===== src/rtl/lss_pkg.sv =====
// Shared types and constants of the line sensor scan sequencer.
// Holds item, result and command structs; no dependencies.
package lss_pkg;

	localparam int CH_W        = 3;
	localparam int STORE_DEPTH = 64;
	localparam int STORE_AW    = 6;
	localparam int QDEPTH      = 4;
	localparam int QPTR_W      = $clog2(QDEPTH);
	localparam int QCNT_W      = $clog2(QDEPTH + 1);
	localparam int REG_IDX_W   = 1;
	localparam int REG_DATA_W  = 16;

	localparam logic [1:0] FUNC_POLL   = 2'd0;
	localparam logic [1:0] FUNC_SAMPLE = 2'd1;
	localparam logic [1:0] FUNC_READ   = 2'd2;
	localparam logic [1:0] FUNC_CLEAR  = 2'd3;

	localparam logic [2:0] KIND_DESELECT = 3'd0;
	localparam logic [2:0] KIND_LED      = 3'd1;
	localparam logic [2:0] KIND_REQUEST  = 3'd2;
	localparam logic [2:0] KIND_DONE     = 3'd3;
	localparam logic [2:0] KIND_READ     = 3'd4;
	localparam logic [2:0] KIND_CLEARED  = 3'd5;

	localparam logic [REG_IDX_W-1:0] REG_SETTLE     = 1'b0;
	localparam logic [REG_IDX_W-1:0] REG_MAX_SAMPLE = 1'b1;

	localparam logic [15:0] SETTLE_RESET     = 16'd180;
	localparam logic [15:0] MAX_SAMPLE_RESET = 16'd4095;
	localparam logic [31:0] LED_BASE         = 32'h0101_0101;

	typedef struct packed {
		logic [1:0]  func;
		logic [15:0] now_us;
		logic [15:0] adc_raw;
		logic        read_side;
		logic [4:0]  read_position;
	} item_t;

	typedef struct packed {
		logic [2:0]  kind;
		logic [31:0] led_pattern;
		logic [2:0]  chip_select;
		logic [2:0]  adc_channel;
		logic        sensor_side;
		logic [7:0]  spi_command_byte;
		logic        frame_valid;
		logic        new_data;
		logic [15:0] read_value;
		logic        last;
	} res_t;

	typedef enum logic [2:0] {
		OP_DESELECT,
		OP_LED,
		OP_REQUESTS,
		OP_FRAME,
		OP_READ,
		OP_CLEAR
	} op_t;

	typedef struct packed {
		op_t             op;
		logic [CH_W-1:0] ch;
		logic            frame_valid;
		logic            new_data;
		logic [15:0]     value;
	} cmd_t;

	typedef struct packed {
		logic              nonempty;
		logic [QCNT_W-1:0] count;
	} qstat_t;

endpackage


===== src/rtl/lss_ram.sv =====
// Generic single-write, single-read RAM with registered read data.
// No dependencies.
module lss_ram #(
	parameter int WIDTH = 16,
	parameter int DEPTH = 64
) (
	input  logic                     clk,
	input  logic                     we,
	input  logic [$clog2(DEPTH)-1:0] waddr,
	input  logic [WIDTH-1:0]         wdata,
	input  logic [$clog2(DEPTH)-1:0] raddr,
	output logic [WIDTH-1:0]         rdata
);

	logic [WIDTH-1:0] mem_q [DEPTH];

	always_ff @(posedge clk) begin
		if (we) begin
			mem_q[waddr] <= wdata;
		end
		rdata <= mem_q[raddr];
	end

endmodule


===== src/rtl/lss_front.sv =====
// Front part: accepts items, runs the scan phases and the sample store,
// and emits one command per item that yields results. Uses lss_pkg, lss_ram.
module lss_front
	import lss_pkg::*;
#(
	parameter int CHANNELS = 8,
	parameter int BLOCKS   = 4
) (
	input  logic                  clk,
	input  logic                  arst_n,
	input  logic                  cfg_we,
	input  logic [REG_IDX_W-1:0]  cfg_index,
	input  logic [REG_DATA_W-1:0] cfg_data,
	input  logic                  push,
	input  item_t                 item,
	output logic                  full,
	input  qstat_t                qstat,
	output logic                  cmd_push,
	output cmd_t                  cmd
);

	typedef enum logic [1:0] {
		PH_IDLE,
		PH_LEDS,
		PH_WAIT,
		PH_READ
	} phase_t;

	phase_t                phase_q, phase_d;
	logic [CH_W-1:0]       step_q, step_d;
	logic [15:0]           wait_start_q, wait_start_d;
	logic [2:0]            reads_q, reads_d;
	logic                  over_q, over_d, over_next;
	logic                  new_flag_q, new_flag_d;
	logic [15:0]           settle_q, max_q;
	logic [STORE_DEPTH-1:0] valid_q;

	cmd_t                  cmd_s1, cmd_d;
	logic                  cmd_valid_s1;
	logic                  rd_valid_s1;

	logic                  accept, gen;
	logic [QCNT_W:0]       occupancy;
	logic [15:0]           swapped, elapsed, rdata;
	logic                  last_read, last_step, wr_en;
	logic [STORE_AW-1:0]   st_addr, rd_addr;

	// Count the command in flight toward the queue so it always finds room.
	assign occupancy = {1'b0, qstat.count} + (QCNT_W + 1)'(cmd_valid_s1);
	assign full      = occupancy >= (QCNT_W + 1)'(QDEPTH);
	assign accept    = push & ~full;

	assign swapped   = {item.adc_raw[7:0], item.adc_raw[15:8]};
	assign elapsed   = item.now_us - wait_start_q;
	assign over_next = over_q | (swapped > max_q);
	assign last_read = reads_q == 3'(2 * BLOCKS - 1);
	assign last_step = step_q == CH_W'(CHANNELS - 1);
	assign st_addr   = {reads_q[0], reads_q[2:1], step_q};
	assign rd_addr   = {item.read_side, item.read_position};

	always_comb begin
		phase_d          = phase_q;
		step_d           = step_q;
		wait_start_d     = wait_start_q;
		reads_d          = reads_q;
		over_d           = over_q;
		new_flag_d       = new_flag_q;
		gen              = 1'b0;
		wr_en            = 1'b0;
		cmd_d.op         = OP_DESELECT;
		cmd_d.ch         = step_q;
		cmd_d.frame_valid = 1'b0;
		cmd_d.new_data   = new_flag_q;
		cmd_d.value      = '0;
		if (accept) begin
			case (item.func)
				FUNC_READ: begin
					gen      = 1'b1;
					cmd_d.op = OP_READ;
				end
				FUNC_CLEAR: begin
					gen            = 1'b1;
					cmd_d.op       = OP_CLEAR;
					new_flag_d     = 1'b0;
					cmd_d.new_data = 1'b0;
				end
				FUNC_SAMPLE: begin
					if (phase_q == PH_READ) begin
						wr_en   = 1'b1;
						over_d  = over_next;
						reads_d = reads_q + 3'd1;
						if (last_read) begin
							reads_d = '0;
							step_d  = step_q + CH_W'(1);
							gen     = 1'b1;
							if (last_step) begin
								phase_d           = PH_IDLE;
								new_flag_d        = 1'b1;
								cmd_d.op          = OP_FRAME;
								cmd_d.new_data    = 1'b1;
								cmd_d.frame_valid = ~over_next;
							end else begin
								phase_d = PH_LEDS;
							end
						end
					end
				end
				default: begin
					case (phase_q)
						PH_IDLE: begin
							step_d  = '0;
							over_d  = 1'b0;
							phase_d = PH_LEDS;
							gen     = 1'b1;
						end
						PH_LEDS: begin
							wait_start_d = item.now_us;
							phase_d      = PH_WAIT;
							gen          = 1'b1;
							cmd_d.op     = OP_LED;
						end
						PH_WAIT: begin
							if (elapsed >= settle_q) begin
								reads_d  = '0;
								phase_d  = PH_READ;
								gen      = 1'b1;
								cmd_d.op = OP_REQUESTS;
							end
						end
						default: begin
						end
					endcase
				end
			endcase
		end
	end

	always_ff @(posedge clk or negedge arst_n) begin
		if (!arst_n) begin
			phase_q      <= PH_IDLE;
			step_q       <= '0;
			wait_start_q <= '0;
			reads_q      <= '0;
			over_q       <= 1'b0;
			new_flag_q   <= 1'b0;
			settle_q     <= SETTLE_RESET;
			max_q        <= MAX_SAMPLE_RESET;
			valid_q      <= '0;
			cmd_valid_s1 <= 1'b0;
		end else begin
			phase_q      <= phase_d;
			step_q       <= step_d;
			wait_start_q <= wait_start_d;
			reads_q      <= reads_d;
			over_q       <= over_d;
			new_flag_q   <= new_flag_d;
			cmd_valid_s1 <= gen;
			if (wr_en) begin
				valid_q[st_addr] <= 1'b1;
			end
			if (cfg_we) begin
				case (cfg_index)
					REG_SETTLE:     settle_q <= cfg_data;
					REG_MAX_SAMPLE: max_q    <= cfg_data;
					default: begin
					end
				endcase
			end
		end
	end

	always_ff @(posedge clk) begin
		cmd_s1      <= cmd_d;
		rd_valid_s1 <= valid_q[rd_addr];
	end

	lss_ram #(
		.WIDTH(16),
		.DEPTH(STORE_DEPTH)
	) u_store (
		.clk  (clk),
		.we   (wr_en),
		.waddr(st_addr),
		.wdata(swapped),
		.raddr(rd_addr),
		.rdata(rdata)
	);

	// Merge the registered store data; an entry never written reads as zero.
	always_comb begin
		cmd = cmd_s1;
		if (cmd_s1.op == OP_READ && rd_valid_s1) begin
			cmd.value = rdata;
		end
	end

	assign cmd_push = cmd_valid_s1;

endmodule


===== src/rtl/lss_cmd_queue.sv =====
// Short command queue between the front and back parts.
// Uses lss_pkg.
module lss_cmd_queue
	import lss_pkg::*;
(
	input  logic   clk,
	input  logic   arst_n,
	input  logic   push,
	input  cmd_t   din,
	input  logic   pop,
	output cmd_t   dout,
	output qstat_t qstat
);

	cmd_t              mem_q [QDEPTH];
	logic [QPTR_W-1:0] wr_ptr_q, rd_ptr_q;
	logic [QCNT_W-1:0] count_q;

	always_ff @(posedge clk or negedge arst_n) begin
		if (!arst_n) begin
			wr_ptr_q <= '0;
			rd_ptr_q <= '0;
			count_q  <= '0;
		end else begin
			if (push) begin
				wr_ptr_q <= wr_ptr_q + QPTR_W'(1);
			end
			if (pop) begin
				rd_ptr_q <= rd_ptr_q + QPTR_W'(1);
			end
			if (push && !pop) begin
				count_q <= count_q + QCNT_W'(1);
			end else if (pop && !push) begin
				count_q <= count_q - QCNT_W'(1);
			end
		end
	end

	always_ff @(posedge clk) begin
		if (push) begin
			mem_q[wr_ptr_q] <= din;
		end
	end

	assign dout           = mem_q[rd_ptr_q];
	assign qstat.count    = count_q;
	assign qstat.nonempty = count_q != '0;

endmodule


===== src/rtl/lss_back.sv =====
// Back part: expands each queued command into its result words and holds
// the oldest one in the output register. Uses lss_pkg.
module lss_back
	import lss_pkg::*;
#(
	parameter int BLOCKS = 4
) (
	input  logic   clk,
	input  logic   arst_n,
	input  qstat_t qstat,
	input  cmd_t   head,
	output logic   q_pop,
	output logic   empty,
	input  logic   pop,
	output res_t   result
);

	logic [2:0] idx_q;
	logic       out_valid_q;
	res_t       out_q, res_d;
	logic       load;

	always_comb begin
		res_d          = '0;
		res_d.new_data = head.new_data;
		res_d.last     = 1'b1;
		case (head.op)
			OP_DESELECT: begin
				res_d.kind = KIND_DESELECT;
			end
			OP_LED: begin
				res_d.kind        = KIND_LED;
				res_d.led_pattern = LED_BASE << head.ch;
			end
			OP_REQUESTS: begin
				res_d.kind             = KIND_REQUEST;
				res_d.chip_select      = {1'b0, idx_q[2:1]} + 3'd1;
				res_d.adc_channel      = head.ch;
				res_d.sensor_side      = idx_q[0];
				res_d.spi_command_byte = {2'b00, head.ch, 3'b000};
				res_d.last             = idx_q == 3'(2 * BLOCKS - 1);
			end
			OP_FRAME: begin
				// deselect first, then the frame report
				if (idx_q == '0) begin
					res_d.kind = KIND_DESELECT;
					res_d.last = 1'b0;
				end else begin
					res_d.kind        = KIND_DONE;
					res_d.frame_valid = head.frame_valid;
				end
			end
			OP_READ: begin
				res_d.kind       = KIND_READ;
				res_d.read_value = head.value;
			end
			OP_CLEAR: begin
				res_d.kind = KIND_CLEARED;
			end
			default: begin
				res_d.kind = KIND_DESELECT;
			end
		endcase
	end

	assign load  = qstat.nonempty && (!out_valid_q || pop);
	assign q_pop = load && res_d.last;

	always_ff @(posedge clk or negedge arst_n) begin
		if (!arst_n) begin
			idx_q       <= '0;
			out_valid_q <= 1'b0;
		end else begin
			if (load) begin
				out_valid_q <= 1'b1;
				idx_q       <= res_d.last ? 3'd0 : idx_q + 3'd1;
			end else if (pop) begin
				out_valid_q <= 1'b0;
			end
		end
	end

	always_ff @(posedge clk) begin
		if (load) begin
			out_q <= res_d;
		end
	end

	assign empty  = ~out_valid_q;
	assign result = out_q;

endmodule


===== src/rtl/line_sensor_scan_sequencer.sv =====
// Top level of the line sensor scan sequencer.
// Uses lss_pkg, lss_front, lss_cmd_queue, lss_back.
//
// Usage:
//   Items enter as a queue: drive item and push; the item is taken at an edge
//   with push high and full low. Results leave as a queue: while empty is low
//   the oldest result word sits on result; take it with pop.
//   Settings are written through cfg_we/cfg_index/cfg_data (0 settle time,
//   1 sample limit) while the block is idle; writes take effect at once.
// Path: an item's first result word passes the front stage, the command
//   queue and the output register; further words of the same item follow
//   one per cycle while each word is taken with pop.
// Throughput: one item per cycle on the input while the 4-entry command
//   queue has room; the back part drains one result word per cycle while
//   pop is high, so an item's eight read requests hold the output till taken.
// Stall: when pop stays low the output word holds, the back part stops,
//   the command queue fills, and full rises; items already taken are kept.
// Reset: all control state clears at once; the sample store reads back zero
//   for every entry not yet written (per-entry valid bits, no clearing pass).
module line_sensor_scan_sequencer
	import lss_pkg::*;
#(
	parameter int CHANNELS = 8,
	parameter int BLOCKS   = 4
) (
	input  logic                  clk,
	input  logic                  arst_n,
	input  logic                  cfg_we,
	input  logic [REG_IDX_W-1:0]  cfg_index,
	input  logic [REG_DATA_W-1:0] cfg_data,
	input  logic                  push,
	input  item_t                 item,
	output logic                  full,
	output logic                  empty,
	input  logic                  pop,
	output res_t                  result
);

	qstat_t qstat;
	cmd_t   cmd_in, cmd_head;
	logic   cmd_push, cmd_pop;

	// Decode items, track the scan phase, own settings and sample store.
	lss_front #(
		.CHANNELS(CHANNELS),
		.BLOCKS  (BLOCKS)
	) u_front (
		.clk      (clk),
		.arst_n   (arst_n),
		.cfg_we   (cfg_we),
		.cfg_index(cfg_index),
		.cfg_data (cfg_data),
		.push     (push),
		.item     (item),
		.full     (full),
		.qstat    (qstat),
		.cmd_push (cmd_push),
		.cmd      (cmd_in)
	);

	// Decouple the front from the result drain.
	lss_cmd_queue u_queue (
		.clk   (clk),
		.arst_n(arst_n),
		.push  (cmd_push),
		.din   (cmd_in),
		.pop   (cmd_pop),
		.dout  (cmd_head),
		.qstat (qstat)
	);

	// Expand commands into result words.
	lss_back #(
		.BLOCKS(BLOCKS)
	) u_back (
		.clk   (clk),
		.arst_n(arst_n),
		.qstat (qstat),
		.head  (cmd_head),
		.q_pop (cmd_pop),
		.empty (empty),
		.pop   (pop),
		.result(result)
	);

`ifndef ASSERT_OFF
	a_queue_bound: assert property (@(posedge clk) disable iff (!arst_n)
		qstat.count <= QCNT_W'(QDEPTH))
		else $error("command queue count beyond depth");

	a_push_room: assert property (@(posedge clk) disable iff (!arst_n)
		cmd_push |-> (qstat.count < QCNT_W'(QDEPTH)))
		else $error("command pushed into a full queue");

	a_full_when_packed: assert property (@(posedge clk) disable iff (!arst_n)
		(qstat.count == QCNT_W'(QDEPTH)) |-> full)
		else $error("input open while command queue is full");

	a_chip_select: assert property (@(posedge clk) disable iff (!arst_n)
		(!empty && result.kind == KIND_REQUEST) |->
		(result.chip_select != 3'd0 && result.chip_select <= 3'(BLOCKS)))
		else $error("read request with chip select out of range");
`endif

endmodule


===== config.mk =====
export PLATFORM = sky130hd
export DESIGN_NAME = line_sensor_scan_sequencer
export DESIGN_NICKNAME = d
export VERILOG_FILES = /design/src/rtl/lss_pkg.sv /design/src/rtl/lss_ram.sv /design/src/rtl/lss_front.sv /design/src/rtl/lss_cmd_queue.sv /design/src/rtl/lss_back.sv /design/src/rtl/line_sensor_scan_sequencer.sv
export SDC_FILE = /design/constraint.sdc
export NUM_CORES = 1
export LEC_CHECK = 0
export BUFFER_PORTS_ARGS = -buffer_cell sky130_fd_sc_hd__buf_2
export CORE_MARGIN = 10
export CORE_UTILIZATION = 35
export DETAILED_ROUTE_END_ITERATION = 10
export GPL_TIMING_DRIVEN = 0
export SETUP_SLACK_MARGIN = 0.1
export SLEW_MARGIN = 25
export SYNTH_ARGS = -nofsm -noshare
export SYNTH_HDL_FRONTEND = slang
export SYNTH_SLANG_ARGS = --single-unit

===== constraint.sdc =====
create_clock -name clk -period 3.6 [get_ports clk]
set_input_delay 0.36 -clock clk [delete_from_list [all_inputs] [get_ports clk]]
set_output_delay 0.36 -clock clk [all_outputs]
set_load 0.005 [all_outputs]

* Word level (Yosys, flattened, before mapping) *
Memories as Yosys holds them, arrays and structs flattened. A register that Yosys moved wholly into a read port is not among the register bits.
Index checks and enable logic that the tools add are counted.

storage, ports and cells
  register bits = 209
  memory bits (writable) = 1120
  bits of input ports = 62
  output and inout bits = 71
  logic and storage cells = 171
  memories = 2

operators by class
  add/subtract/negate cells = 10
  $lt $le $gt $ge = 6
  equality and inequality tests = 19
  shift operators = 1
  muxes and demuxes = 60
  bitwise logic cells = 10
  reductions and logical operators = 33

memories
  memory                 depth  bits a word  read ports  clocked after memory_dff  write ports  line                 source
  u_front.u_store.mem_q  64     16           1           1                         1            lss_ram.sv:15        logic [WIDTH-1:0] mem_q [DEPTH];
  u_queue.mem_q          4      24           1           0                         1            lss_cmd_queue.sv:15  cmd_t mem_q [QDEPTH];

operators with widths
  operator               count
  $or 64x64->64          1
  $mux 3                 12
  $shl 25x3->32 const A  1
  $mux 1                 23
  $reduce_and 5->1       4
  $eq 3x3->1 const B     6
  $mux 2                 9
  $pmux 3 s2             3
  $ge 16x16->1           1
  $gt 16x16->1           1
  $mux 16                1
  $sub 16x16->16         1
  $pmux 3 s5             1
  $lt 6x7->1 const B     2
  $add 3x1->3 const B    4
  $pmux 1 s2             6
  $reduce_bool 2->1      6
  $pmux 3 s3             1
  $eq 2x2->1 const B     4
  $not 1->1              7
  $bmux 1 s6             1
  $demux 1 s6            1
  $eq 3x2->1 const B     2
  $ge 6x1->1 const B     1
  26 further kinds       40

* Logic depth before layout (Yosys ltp) *
  word-level depth = 8
  mapped depth = 16
  mapped depth without buffers = 16

* Hierarchy *
From an unflattened synthesis, not the netlist that was laid out.

second synthesis, totals
  cell total of the unflattened synthesis = 2780
  area, all modules = 52953.3 um^2

modules (own cells, without submodules)
  module         times used  cells an instance  area an instance (um^2)  sequential area each (um^2)
  lss_ram        1           1829               40042.2                  31069.8
  lss_front      1           647                7116.8                   3278.1
  lss_cmd_queue  1           159                3896.2                   3057.9
  lss_back       1           145                1898.1                   1211.2

* Worst setup path before layout *
No wires, ideal clock.

  kind = in2reg
  start = input port item[22] (netlist bit)
  end = register u_front.phase_q[0]
  library setup time = 0.125 ns
  arrival = 3.309 ns
  setup slack = 0.167 ns
  stages = 14
  path buffers = 0
  cells stage by stage = inv_1 -> ha_1 -> fa_1 -> inv_1 -> a21o_1 -> a221o_1 -> a32oi_1 -> a31o_2 -> xnor2_1 -> ha_1 -> nand4_1 -> o41ai_1 -> o211a_1 -> mux2_2

between the ends
  cells in the longest elaborated chain, start to end = 4

ends and longest elaborated chain
  what                        line                              source
  start: declaration          line_sensor_scan_sequencer.sv:32  input item_t item,
  $sub 16x16->16              lss_front.sv:54                   assign elapsed = item.now_us - wait_start_q;
  $ge 16x16->1                lss_front.sv:123                  if (elapsed >= settle_q) begin
  $ne 3x2->1 (no line)        --
  $reduce_and 6->1 (no line)  --
  end signal: assignment      lss_front.sv:151                  phase_q <= phase_d;
  end: declaration            lss_front.sv:29                   phase_t phase_q, phase_d;

No other way between the ends.
A chain may end at the register's enable or synchronous reset.

* Final worst setup path *
  start = register u_front.wait_start_q[0]
  end = register u_front.phase_q[0]

between the ends
  cells in the longest elaborated chain, start to end = 4

ends and longest elaborated chain
  what                        line              source
  start: declaration          lss_front.sv:31   logic [15:0] wait_start_q, wait_start_d;
  start signal: assignment    lss_front.sv:153  wait_start_q <= wait_start_d;
  $sub 16x16->16              lss_front.sv:54
  $ge 16x16->1                lss_front.sv:123
  $ne 3x2->1 (no line)        --
  $reduce_and 6->1 (no line)  --

No other way between the ends.

==> impl.org <==
** Routing
- After detailed routing, the number of vias per cell comes to 5.37.
- The first detailed-routing pass ran for 5 iterations.
- Across all layers, the routed design uses 27696 vias.
- Wire length after detailed routing :: 142000 um
- Wire per inst :: 27.5 um
- For this run, design rule violations remaining after detail routing come to 0.
- Once detail routing completed, the nets flagged for antenna violations numbered 0.
- After the first detailed-routing iteration, the DRC count stood at 3061.

** Worst setup path
- At the worst endpoint, the arrival time is 4.16 ns.
- Number of cells on the critical path :: 14
- Critical path launch point type :: register
- On the critical path, the stage with the largest delay is an instance of dfrtp_1.
- In this run the worst setup path terminates at u_front.phase_q[0]$_DFFE_PN0P_.
- Delay of the slowest cell on the worst path :: 0.38 ns
- The cell family contributing the most delay on the critical path is compound AO/OA/AOI/OAI gates.
- The setup path with the least slack is of type register to register.
- The signal on the critical path passes through ha_2 > fa_2 > inv_1 > a21o_1 > a221o_1 > a32oi_2 > a31o_2 > xnor2_1 > ha_1 > nand4_1 > buf_4 > o41ai_4 > o211a_1 > mux2_4.
- The worst register-to-register path ends at u_front.phase_q[0]$_DFFE_PN0P_.
- Worst setup slack for register-to-register paths :: 0.06 ns
- Nature of the critical path endpoint :: register
- Counting cells, the worst reg-to-reg path comes to 14.
- Crit path from :: u_front.wait_start_q[0]$_DFFE_PN0P_
- Reg2reg start :: u_front.wait_start_q[0]$_DFFE_PN0P_
- STA puts the critical path data required time at 4.22 ns.
- The number of buffers and inverters on the critical path is 2.
- Along the worst path, the maximum fanout reaches 3.

** STA
- Achievable frequency :: 283 MHz
- In the finished design, the share of the clock period the worst path needs comes to 0.983.
- Headroom to the max-slew limit came out at 0.224.
- Number of endpoints failing setup at the final stage :: 0
- In the final timing run, aggregate negative setup slack is 0 ns.
- For the pin with the worst max-slew slack, the measured transition is 1.16 ns.
- Final count of hold timing violations :: 0
- Subtracting the final worst setup slack from the clock period gives 3.54 ns.
- Across the routed clock network, the largest skew measured is 0.0299 ns.
- Setup repair after global routing could not meet its margin everywhere.
- Max-slew violation total from the final report :: 0

** Global route
- Wire length of the first global-routing pass :: 202000 um
- Initial antenna violation count :: 9
- After global routing the overflow that remains totals 0.
- Maximum number of pins on one net before global-route repair :: 73
- Global-route usage over all layers :: 0.170
- The via count of the first global-routing pass is 27976.

** Logic synthesis
- Synthesized flop and latch total :: 1316
- Total number of yosys warnings :: 0
- Mapped Avg Cell Area :: 19.1 sq um
- The netlist uses 72 different library cells.
- The synthesized netlist occupies a cell area of 52200 sq um.
- The most used flip-flop cell after synthesis is edfxtp_1.
- Post-synthesis instance total :: 2733
- Sequential share of the synthesized area :: 0.740
- Number of synthesized flops with an enable pin :: 1157
- Share of flip-flops with an asynchronous set or reset after synthesis :: 0.102

** Die
- Die outline width :: 406 um
- The floorplan step defined a die boundary enclosing 165000 sq um.
- In this run the core area contains 141 standard-cell rows.
- IO Count :: 133
- Initial core utilization :: 0.353
- Vertical die dimension :: 406 um
- Floorplan Core Area :: 148000 sq um

** Power and ir drop
- Largest vdd supply drop :: 502 uV
- Dividing total power by cell area gives a power density of 569 nW/um^2.
- Pleak :: 21.0 nW
- The design draws 0.0353 W.

** Run status
- The run finished with clean final reports.

** Final layout
- In the final layout, the share of cells above drive strength 1 is 0.301.
- Final design instance area without fill :: 62000 sq um
- P&R area growth vs syn :: 18.7%
- Post-route core utilization :: 0.419
- Final net count :: 3245

** Clocking
- Clock insertion delay at the later pin of the skew report :: 0.76 ns
- The cell sitting at the root of the clock tree is a clkbuf_16.
- Clock buffer count from CTS :: 130
- Clock-pin slew was measured on the worst setup and hold paths at 0.06 ns.
- H-tree Lvls :: 4
- Clock Sinks :: 1316
- TritonCTS built the clock tree.
- Clock Tree Buf Depth :: 3

** Placement
- After detailed placement, the total cell area comes to 56400 sq um.
- At the end of routability-driven placement, the weighted congestion stood at 0.909.
- The wire-length estimate of the detail-placed layout is 92700 um.
- During placement, the flow inserted port buffers numbering 124.

** Job
- Max-cap violations in this run came to 0.

** Worst hold path
- Worst hold path type :: input pin to register
per-layer routing:
| layer | global-route usage | up-vias | wire, um |
|---|---|---|---|
| li1 | - | 11693 | - |
| met1 | 0.216 | 14532 | 54600 |
| met2 | 0.278 | 1187 | 69400 |
| met3 | 0.0409 | 270 | 11700 |
| met4 | 0.0690 | 14 | 5890 |
| met5 | 0 | - | 81 |
cell usage in the layout, fill, tap and decap left out, types with 33 or more instances in the layout:
master,instances
ha_1,61
a21oi_1,40
nand2_1,82
buf_2,148
nor2b_1,47
inv_1,63
edfxtp_1,1157
mux2_2,38
buf_4,78
nor2_4,57
clkbuf_16,134
o21ai_0,75
dfrtp_1,118
nor2_1,69
o21bai_1,33
mux4_2,284
buf_12,36
a211oi_1,37
clkbuf_1,75
dlygate4sd3_1,37
how the worst min path moves through the flow:
stage | from | endpoint | slack [ns] | cells after the start
4_1_cts | item[17] | u_front.u_store.mem_q[23][3]$_DFFE_PP_ | 0.00007 | 1
3_3_place_gp | u_front.step_q[1]$_DFFE_PN0P_ | u_front.cmd[19]$_DFF_P_ | 0.39 | 0
6_report | item[17] | u_front.u_store.mem_q[18][3]$_DFFE_PP_ | 0.03 | 1
5_1_grt | item[17] | u_front.u_store.mem_q[18][3]$_DFFE_PP_ | 0.008 | 1
3_5_place_dp | arst_n | u_back.idx_q[1]$_DFFE_PN0P_ | 0.33 | 1
2_1_floorplan | arst_n | u_back.idx_q[0]$_DFFE_PN0P_ | 0.06 | 0
cell families after synthesis:
| logic type | share of synthesized area |
|---|---|
| xor+xnor | 0.00352 |
| other cells | 0.0000718 |
| mux | 0.136 |
| compound gates | 0.0414 |
| buf+inv | 0.0215 |
| flops | 0.740 |
| fa+ha+maj | 0.0163 |
| simple gates | 0.0411 |
final cells by class:
| class | count | area, sq um |
|---|---|---|
| inverters | 65 | 244 |
| repair buffers | 247 | 2530 |
| well taps | 1930 | 2410 |
| flip-flops and latches | 1316 | 38600 |
| clock inverters | 69 | 616 |
| clock buffers | 169 | 3570 |
| plain buffers | 162 | 893 |
| diodes | 1 | 2.50 |
| fillers | 12822 | 86000 |
| multi-input cells | 1194 | 13100 |
synth_stat cells, types with 5 or more instances:
library cell	number	area share
edfxtp_1	1157	0.67
mux4_2	284	0.12
nor2_1	134	0.0096
dfrtp_1	118	0.057
nand2_1	84	0.0060
o21ai_0	77	0.0074
ha_1	65	0.016
inv_1	65	0.0047
clkbuf_1	60	0.0043
nor2b_1	47	0.0056
buf_4	45	0.0065
a21oi_1	43	0.0041
mux2_2	41	0.0088
buf_2	39	0.0037
a211oi_1	37	0.0053
o21bai_1	33	0.0047
and2_1	31	0.0037
mux2i_1	26	0.0050
or2_2	26	0.0031
dfxtp_1	25	0.0096
nand2b_1	24	0.0029
a22oi_1	22	0.0032
and3_1	20	0.0024
o22ai_1	19	0.0023
nor3_1	18	0.0017
dfstp_2	16	0.0081
a22o_1	14	0.0023
xnor2_1	14	0.0023
nand3_1	12	0.0012
a31oi_1	11	0.0013
buf_1	11	0.00079
a21o_1	8	0.0012
o221ai_1	8	0.0013
or2_1	8	0.00096
buf_6	7	0.0015
o211ai_1	7	0.0010
o22a_1	7	0.0012
o311ai_0	7	0.0012
xor2_1	7	0.0012
o2111ai_1	5	0.00084
through the flow:
| step | instances | setup slack (ns) | hold slack [ns] |
|---|---|---|---|
| finish | 5153 | 0.0614 | 0.0339 |
| floorplan | 2737 | 0.167 | 0.0644 |
| CTS | 5144 | -0.0214 | 0.0000657 |
| global route | 5152 | -0.0843 | 0.00780 |
| global placement | 4791 | -0.923 | 0.390 |
| detailed placement | 4826 | -0.675 | 0.335 |
worst register-to-register path: cells and delay by family, from the launching register on:
family	cells	cell delay [ns]
adder cells (fa/ha/maj)	3	0.82
multiplexers	1	0.31
flip-flops	1	0.38
AO/OA/AOI/OAI	6	1.40
buffers and inverters	2	0.25
AND/OR/NAND/NOR	1	0.14
XOR/XNOR	1	0.12
registers in the layout (all words and copies together) (netlist names), 8 cells and up:
register and cells:
u_front.u_store.mem_q 1024, u_front.u_store.rdata 16, u_back.result 37, u_front.max_q 16, u_front.wait_start_q 16, u_front.cmd 8
u_front.valid_q 64, u_front.settle_q 16, u_queue.mem_q 96
power breakdown:
part | total (W) | internal (W) | switching [W]
logic | 0.00443 | 0.00188 | 0.00255
clock network | 0.0134 | 0.00763 | 0.00578
registers | 0.0174 | 0.0172 | 0.000254
total | 0.0353 | 0.0267 | 0.00858
repair_timing:
item,CTS,global route
resized for setup,26,21
pin swaps,45,21
setup endpoints to repair,641,234
buffers inserted,43,7
endpoints found under the hold margin,118,0
hold buffers,37,0
No activity file was read; power rests on OpenSTA's default activity.
